$ cat src/design/sphere_collision_impulse_top_macros.svh
// Assertion macros shared by the sphere collision impulse block.
`ifndef SPHERE_COLLISION_IMPULSE_TOP_MACROS_SVH
`define SPHERE_COLLISION_IMPULSE_TOP_MACROS_SVH

// Same-cycle implication, disabled during reset.
`define SCI_ASSERT_IMP(label, clk, rst, ante, cons) \
  label: assert property (@(posedge clk) disable iff (rst) (ante) |-> (cons)) \
    else $error("sphere collision impulse: same-cycle check failed");

// Next-cycle implication, disabled during reset.
`define SCI_ASSERT_NXT(label, clk, rst, ante, cons) \
  label: assert property (@(posedge clk) disable iff (rst) (ante) |=> (cons)) \
    else $error("sphere collision impulse: next-cycle check failed");

`endif

$ cat src/design/sci_pkg.sv
// Shared constants, types and command/status structs of the sphere collision block.
package sci_pkg;

  localparam int FRAC_BITS  = 16;
  localparam int RATIO_BITS = 20;
  localparam int REST_BITS  = 16;

  localparam int COORD_W = 32;
  localparam int MASS_W  = 31;
  localparam int REST_W  = 17;
  localparam logic [REST_W-1:0] REST_RESET = 17'd58982;

  // Internal value widths.
  localparam int ACC_W = 40;
  localparam int N_W   = FRAC_BITS + 2;
  localparam int VN_W  = 56;
  localparam int A_W   = 38;
  localparam int Q_W   = RATIO_BITS + 1;
  localparam int W_W   = 38;
  localparam int OV_W  = 36;

  // Shared multiplier: magnitudes, one 8-bit digit of b per cycle.
  localparam int MUL_W     = 40;
  localparam int MUL_DIG   = 8;
  localparam int MUL_STEPS = MUL_W / MUL_DIG;
  localparam int PROD_W    = 2 * MUL_W;
  localparam int SPROD_W   = PROD_W + 1;

  // Radix-2 divider and bit-pair square root.
  localparam int DIV_NW = 52;
  localparam int DIV_DW = 35;
  localparam int SQ_W   = 68;
  localparam int ROOT_W = SQ_W / 2;

  typedef enum logic [4:0] {
    S_SQ0, S_SQ1, S_SQ2, S_SQRT,
    S_N0, S_N1, S_N2,
    S_VN0, S_VN1, S_VN2,
    S_A, S_Q1, S_Q2, S_W1, S_W2,
    S_DV1_0, S_DV1_1, S_DV1_2,
    S_DV2_0, S_DV2_1, S_DV2_2,
    S_S0, S_S1, S_S2
  } step_t;

  typedef enum logic [2:0] {
    ST_IDLE, ST_ISSUE, ST_WAIT, ST_NEXT, ST_OUT0, ST_OUT1
  } state_t;

  typedef struct packed {
    logic  start;
    step_t step;
    logic  load_first;
    logic  load_second;
    logic  ball_sel;
  } cmd_t;

  typedef struct packed {
    logic done;
    logic vn_pos;
  } status_t;

endpackage

$ cat src/design/sci_ctrl.sv
// Controller: pairs balls, sequences the arithmetic steps and hands out two results.
module sci_ctrl
  import sci_pkg::*;
(
  input  logic    clk,
  input  logic    rst,
  input  logic    in_valid,
  output logic    in_stall,
  output logic    out_valid,
  input  logic    out_stall,
  input  status_t status,
  output cmd_t    cmd
);

  state_t state, state_next;
  step_t  step, step_next;
  logic   have_first, have_first_next;
  logic   accept;

  assign in_stall = state != ST_IDLE;
  assign accept   = in_valid && !in_stall;

  // State registers.
  always_ff @(posedge clk) begin
    if (rst) begin
      state      <= ST_IDLE;
      step       <= S_SQ0;
      have_first <= 1'b0;
    end else begin
      state      <= state_next;
      step       <= step_next;
      have_first <= have_first_next;
    end
  end

  // Next state and commands.
  always_comb begin
    state_next      = state;
    step_next       = step;
    have_first_next = have_first;
    out_valid       = 1'b0;
    cmd.start       = 1'b0;
    cmd.step        = step;
    cmd.load_first  = accept && !have_first;
    cmd.load_second = accept && have_first;
    cmd.ball_sel    = 1'b0;
    unique case (state)
      ST_IDLE: begin
        if (accept) begin
          have_first_next = !have_first;
          if (have_first) begin
            step_next  = S_SQ0;
            state_next = ST_ISSUE;
          end
        end
      end
      ST_ISSUE: begin
        cmd.start  = 1'b1;
        state_next = ST_WAIT;
      end
      ST_WAIT: begin
        if (status.done) state_next = ST_NEXT;
      end
      ST_NEXT: begin
        // A separating pair skips the impulse and separation steps.
        if (step == S_S2 || (step == S_VN2 && status.vn_pos)) begin
          state_next = ST_OUT0;
        end else begin
          step_next  = step_t'(step + 5'd1);
          state_next = ST_ISSUE;
        end
      end
      ST_OUT0: begin
        out_valid = 1'b1;
        if (!out_stall) state_next = ST_OUT1;
      end
      ST_OUT1: begin
        out_valid    = 1'b1;
        cmd.ball_sel = 1'b1;
        if (!out_stall) state_next = ST_IDLE;
      end
      default: state_next = ST_IDLE;
    endcase
  end

endmodule

$ cat config.mk
export PLATFORM = sky130hd
export DESIGN_NAME = sci_ctrl
export DESIGN_NICKNAME = d
export VERILOG_FILES = /design/src/design/sphere_collision_impulse_top_macros.svh /design/src/design/sci_pkg.sv /design/src/design/sci_ctrl.sv
export SDC_FILE = /design/constraint.sdc
export NUM_CORES = 1
export LEC_CHECK = 0
export BUFFER_PORTS_ARGS = -buffer_cell sky130_fd_sc_hd__buf_2
export CORE_UTILIZATION = 35
export DETAILED_ROUTE_END_ITERATION = 12
export GPL_ROUTABILITY_DRIVEN = 0
export REMOVE_ABC_BUFFERS = 1
export SYNTH_ARGS = -nofsm -noshare
export SYNTH_HDL_FRONTEND = slang
export SYNTH_SLANG_ARGS = --single-unit
$ cat constraint.sdc
create_clock -name clk -period 1.37 [get_ports clk]
set_input_delay 0.274 -clock clk [delete_from_list [all_inputs] [get_ports clk]]
set_output_delay 0.274 -clock clk [all_outputs]
set_load 0.005 [all_outputs]
# After elaboration in Yosys (flattened, before gate mapping)
# Index checks and enable logic that the tools add are counted.
[op_classes] addsub=1 n_mul=0 div=0 n_lt_le_gt_ge=0 n_eq_ne=13 shift=0 muxes=14 n_bitwise=0 n_reduce_logical=14
[ops] cell="3-bit 2-to-1 mux" n=6
[ops] cell="3-bit one-hot mux with 6 select lines" n=1
[ops] cell="5-bit 2-to-1 mux" n=3
[ops] cell="2-bit != test, second input constant" n=6
[ops] cell="5-bit one-hot mux with 2 select lines" n=1
[ops] cell="3-bit by 2-bit == test with 1-bit output, second input constant" n=2
[ops] cell="3-bit == test, second input constant" n=2
[ops] cell="5-bit by 1-bit adder with 5-bit output, second input constant" n=1
[ops] cell="5-bit by 4-bit == test with 1-bit output, second input constant" n=1
[ops] cell="5-bit == test, second input constant" n=1
[ops] cell="5-bit AND reduction" n=1
[ops] cell="1-bit logical AND" n=4
[ops] cell="4-bit AND reduction" n=1
[ops] cell="3-bit by 1-bit == test with 1-bit output, second input constant" n=1
[ops] cell="3-bit logical NOT" n=1
[ops] cell="1-bit 2-to-1 mux" n=3
[ops] cell="3-bit nonzero test" n=1
[ops] cell="1-bit logical NOT" n=2
[ops] cell="2-bit AND reduction" n=1
[ops] cell="2-bit nonzero test" n=1
[ops] cell="2-bit OR reduction" n=1
[ops] cell="1-bit logical OR" n=1
[word_totals] ff_bits=9 latchBits=0 mem_bits_rw=0 rom_bits=0 output_inout_bits=11 n_memories=0

# Depth between registers and ports, before layout
[depth] word_depth=5 ltp_mapped=6 depth_no_buf=6

# Worst setup path before layout
# No wires, ideal clock.
[synth_path] path_kind="register to register" start="register step[0]" end="register step[0]" setup_time_ps=64 t_arrival_ps=1320 path_slack_ps=-14 stages_incl_launch_ff=6 path_buffers=0 period_less_slack_ps=1384 path_cell_list="dfxtp_1 > ha_1 > nand4b_1 > o211ai_4 > mux2_1 > nor2_1"
[synth_between] elab_chain_cells=5 elab_cells_between_ends=9
[synth_rtl] item="start, declared" line_no="sci_ctrl.sv:16" rtl="step_t step, step_next;"
[synth_rtl] item="start signal, assigned" line_no="sci_ctrl.sv:31" rtl="step <= step_next;"
[synth_rtl] item="branches (longest 5 deep; another with 5-bit by 1-bit adder with 5-bit output)"
# Several ways; the timed one is not identified. The select of a mux whose other input is x is not followed.
# A chain may end at the register's enable or synchronous reset.

==> flow_results.xml <==
<?xml version="1.0" encoding="UTF-8"?>
<metrics>
  <group name="logic_synthesis">
    <metric name="synthCells" unit="">62</metric>
    <metric name="yosys.cell_types.count" unit="">28</metric>
    <metric name="yosysWarnings" unit="">0</metric>
    <metric name="postSynth.asyncResetShare" unit="%">0</metric>
    <metric name="synth.ff_latch_count" unit="">9</metric>
    <metric name="syn_area_per_cell" unit="sq um">8.66</metric>
    <metric name="synth_seq_area_share" unit="%">33.6</metric>
    <metric name="synth_edf_count" unit="">0</metric>
    <metric name="syn-cell-area" unit="sq um">537</metric>
    <metric name="ys.flop_type" unit="">sky130_fd_sc_hd__dfxtp_1</metric>
  </group>
  <group name="finish">
    <metric name="antennaDiodeCount" unit="">0</metric>
    <metric name="drive_above_1_share" unit="%">55.3</metric>
    <metric name="nNetsFinal" unit="">103</metric>
    <metric name="register_area" unit="sq um">189</metric>
    <metric name="fillCellCount" unit="">126</metric>
    <metric name="final_std_cells_w_o_fill" unit="">109</metric>
    <metric name="area_delta_synth_final" unit="%">53.6</metric>
    <metric name="final_cell_mix" unit="">sky130_fd_sc_hd__buf_2, sky130_fd_sc_hd__buf_4, sky130_fd_sc_hd__nor2_1</metric>
    <metric name="multi_input_area" unit="sq um">380</metric>
  </group>
  <group name="pwr">
    <metric name="netSwitchingFraction" unit="%">35.3</metric>
    <metric name="worst_ir_drop_vdd" unit="mV">1.00</metric>
    <metric name="share_clk_of_total_power" unit="%">19.2</metric>
    <metric name="seq_power_share" unit="%">35.3</metric>
    <metric name="p_int" unit="uW">703</metric>
    <metric name="power_per_cell_area" unit="nW/um^2">1320</metric>
    <metric name="leakagePower" unit="nW">0.434</metric>
    <metric name="power.switching" unit="uW">384</metric>
    <metric name="comb_power_share" unit="%">45.5</metric>
  </group>
  <group name="outcome">
    <metric name="status" unit="">finished with violations</metric>
    <metric name="violations" unit="">setup timing</metric>
  </group>
  <group name="timing">
    <metric name="endpoints_failing_setup" unit="">4</metric>
    <metric name="tightestPinTransition" unit="ns">0.207</metric>
    <metric name="report.final.slew_viol_count" unit="">0</metric>
    <metric name="setup_slack" unit="ns">-0.0796</metric>
    <metric name="rsz0062_at_grt" unit="">true</metric>
    <metric name="final.setup_skew" unit="ns">0.00232</metric>
    <metric name="final-hold-violation-count" unit="">0</metric>
    <metric name="timing.setup.tns" unit="ns">-0.196</metric>
    <metric name="achievable-frequency" unit="MHz">690</metric>
    <metric name="relSlewSlack" unit="%">86.2</metric>
    <metric name="min_period_over_period" unit="%">106</metric>
    <metric name="post-route-min-period" unit="ns">1.45</metric>
  </group>
  <group name="floorplanning">
    <metric name="die-area" unit="sq um">1690</metric>
    <metric name="dieWidth" unit="microns">41.2</metric>
    <metric name="placement_rows" unit="">13</metric>
    <metric name="initial_util" unit="%">39.3</metric>
    <metric name="num_io_pins" unit="">17</metric>
    <metric name="core-area" unit="sq um">1370</metric>
    <metric name="die-height" unit="microns">41.2</metric>
  </group>
  <group name="global_route">
    <metric name="grt_use_total" unit="%">18.5</metric>
    <metric name="grt_pass1_vias" unit="">459</metric>
    <metric name="antenna_found_initial" unit="">0</metric>
    <metric name="grt_max_degree" unit="">9</metric>
    <metric name="global_route.overflow_total" unit="">0</metric>
    <metric name="grt_first_pass_wirelength" unit="microns">2020</metric>
  </group>
  <group name="clock_network">
    <metric name="clockRootBuffer" unit="">sky130_fd_sc_hd__clkbuf_4</metric>
    <metric name="tritoncts_num_sinks" unit="">9</metric>
    <metric name="cts.reportedPaths.clkPinSlew" unit="ns">0.07</metric>
    <metric name="cts_buffers" unit="">3</metric>
    <metric name="cts_tree" unit="">built</metric>
    <metric name="max-clock-path-buffers" unit="">2</metric>
    <metric name="postCtsHoldBufs" unit="">0</metric>
    <metric name="cts-htree-levels" unit="">1</metric>
    <metric name="clk-insertion-delay-late" unit="ns">0.25</metric>
  </group>
  <group name="detailed_routing">
    <metric name="totalWireLength" unit="microns">1260</metric>
    <metric name="drt_pass1_iterations" unit="">4</metric>
    <metric name="wl_per_cell" unit="microns">11.6</metric>
    <metric name="final_antenna_net_count" unit="">0</metric>
    <metric name="vias" unit="">539</metric>
    <metric name="drt-initial-drc-count" unit="">3</metric>
    <metric name="route.detailed.vias_per_inst" unit="">4.94</metric>
    <metric name="drc_errors" unit="">0</metric>
  </group>
  <group name="setup_path">
    <metric name="timing.critical_path.arrival" unit="ns">1.18</metric>
    <metric name="timing.reg2reg.setup_slack" unit="ns">-0.05</metric>
    <metric name="regToRegEndpoint" unit="">step[1]</metric>
    <metric name="path_max_fanout" unit="">6</metric>
    <metric name="worst_setup_path_start_kind" unit="">flip-flop</metric>
    <metric name="setup.worst_path.class" unit="">reg -&gt; out</metric>
    <metric name="timing.critical_path.required" unit="ns">1.10</metric>
    <metric name="worstRegToRegCells" unit="">6</metric>
    <metric name="worst_setup_path_end_kind" unit="">output port</metric>
    <metric name="worst_r2r_startpoint" unit="">step[1]</metric>
  </group>
  <group name="placement">
    <metric name="dp.cells" unit="">101</metric>
    <metric name="port_buffers" unit="">16</metric>
    <metric name="dp_hpwl" unit="microns">876</metric>
  </group>
  <group name="hold_path">
    <metric name="worstHoldStart" unit="">rst</metric>
    <metric name="timing.hold.worst_path_depth" unit="">2</metric>
    <metric name="min_delay_worst_endpoint" unit="">state[2]</metric>
    <metric name="hold_class" unit="">in -&gt; reg</metric>
  </group>
  <group name="run">
    <metric name="cap_violations" unit="">0</metric>
  </group>
</metrics>
## area by class of cell
cell class / instances / area share (%)
clock buffer: 4 / 3.19
inverter: 3 / 1.37
multi-input combinational: 47 / 46.1
sequential: 9 / 22.9
tap: 15 / 2.28
timing repair buffer: 31 / 24.1
## power groups by stage
stage                     combinational, mW  sequential [mW]  clock (mW)
final                                 0.494            0.384       0.209
after detailed placement              0.392            0.363           0
after floorplan                       0.225            0.369           0
after CTS                             0.450            0.365       0.211
after global placement                0.388            0.363           0
after global routing                  0.556            0.394       0.232
## routing by layer
metal	global-route usage [%]	routed length [microns]	part of all wire (%)
met1	24.4	633	50
met2	29.7	578	46
met3	4.89	44	3.5
met4	4.84	5	0.40
met5	0	0	0
## state kept, by name, summed over array words and instances (netlist names)
signal	count
have_first	1
state	3
step	5
## worst max-delay path, cell delays in order, from the launching register on
cell	delay, ns
sky130_fd_sc_hd__dfxtp_2	0.36
sky130_fd_sc_hd__nor3_4	0.23
sky130_fd_sc_hd__nand2_1	0.10
sky130_fd_sc_hd__nor2_1	0.10
sky130_fd_sc_hd__buf_2	0.12
## what timing repair did
item,in CTS,in global routing
gates resized for setup,14,5
cloned,0,0
pin swaps,4,6
setup buffers,2,2
endpoints found under the setup margin,8,9
## synthesized netlist by cell type, types with 2 or more instances
cell / count / area share, %
sky130_fd_sc_hd__nor2_1: 10 / 7.0
sky130_fd_sc_hd__inv_1: 3 / 2.1
sky130_fd_sc_hd__mux2_1: 2 / 4.2
sky130_fd_sc_hd__xor2_1: 4 / 6.5
sky130_fd_sc_hd__dfxtp_1: 9 / 34
sky130_fd_sc_hd__nand4_1: 2 / 2.3
sky130_fd_sc_hd__a21oi_1: 2 / 1.9
sky130_fd_sc_hd__o21ai_0: 4 / 3.7
sky130_fd_sc_hd__and2_1: 2 / 2.3
sky130_fd_sc_hd__ha_1: 2 / 4.7
sky130_fd_sc_hd__nand2_1: 4 / 2.8
sky130_fd_sc_hd__nor3_1: 2 / 1.9
## per-stage QoR
stage                     total power, mW  cell area (sq um)  utilization [%]  hold slack, ns  setup slack, ns
after floorplan                     0.594                520                -           0.343          -0.0161
after global placement              0.751                702             51.4           0.547          -0.0219
after detailed placement            0.755                702             51.4           0.548          -0.0599
after CTS                            1.03                793             58.1           0.281          -0.0647
after global routing                 1.18                825             60.3           0.270           -0.154
final                                1.09                825             60.3           0.280          -0.0796
## logic make-up (layout without fill, tap and decap cells)
family	Yosys count	count (layout)	synth area share (%)
AOI/OAI and AO/OA	12	12	18.0
buffers and inverters	6	38	5.13
adders and majority gates	2	2	4.66
muxes	2	2	4.20
xor gates and xnor gates	5	5	8.16
and+or+nand+nor	26	26	26.3
DFF	9	9	33.6
## how the worst max path moves through the flow
stage	from	to	slack [ns]
2_1_floorplan	step[1]	state[0]	-0.02
3_3_place_gp	step[1]	state[0]	-0.02
3_5_place_dp	step[1]	state[0]	-0.06
4_1_cts	state[2]	cmd[1]	-0.06
5_1_grt	state[2]	cmd[2]	-0.15
6_report	state[2]	cmd[2]	-0.08
Note: power is estimated with default switching activity, not from simulation.
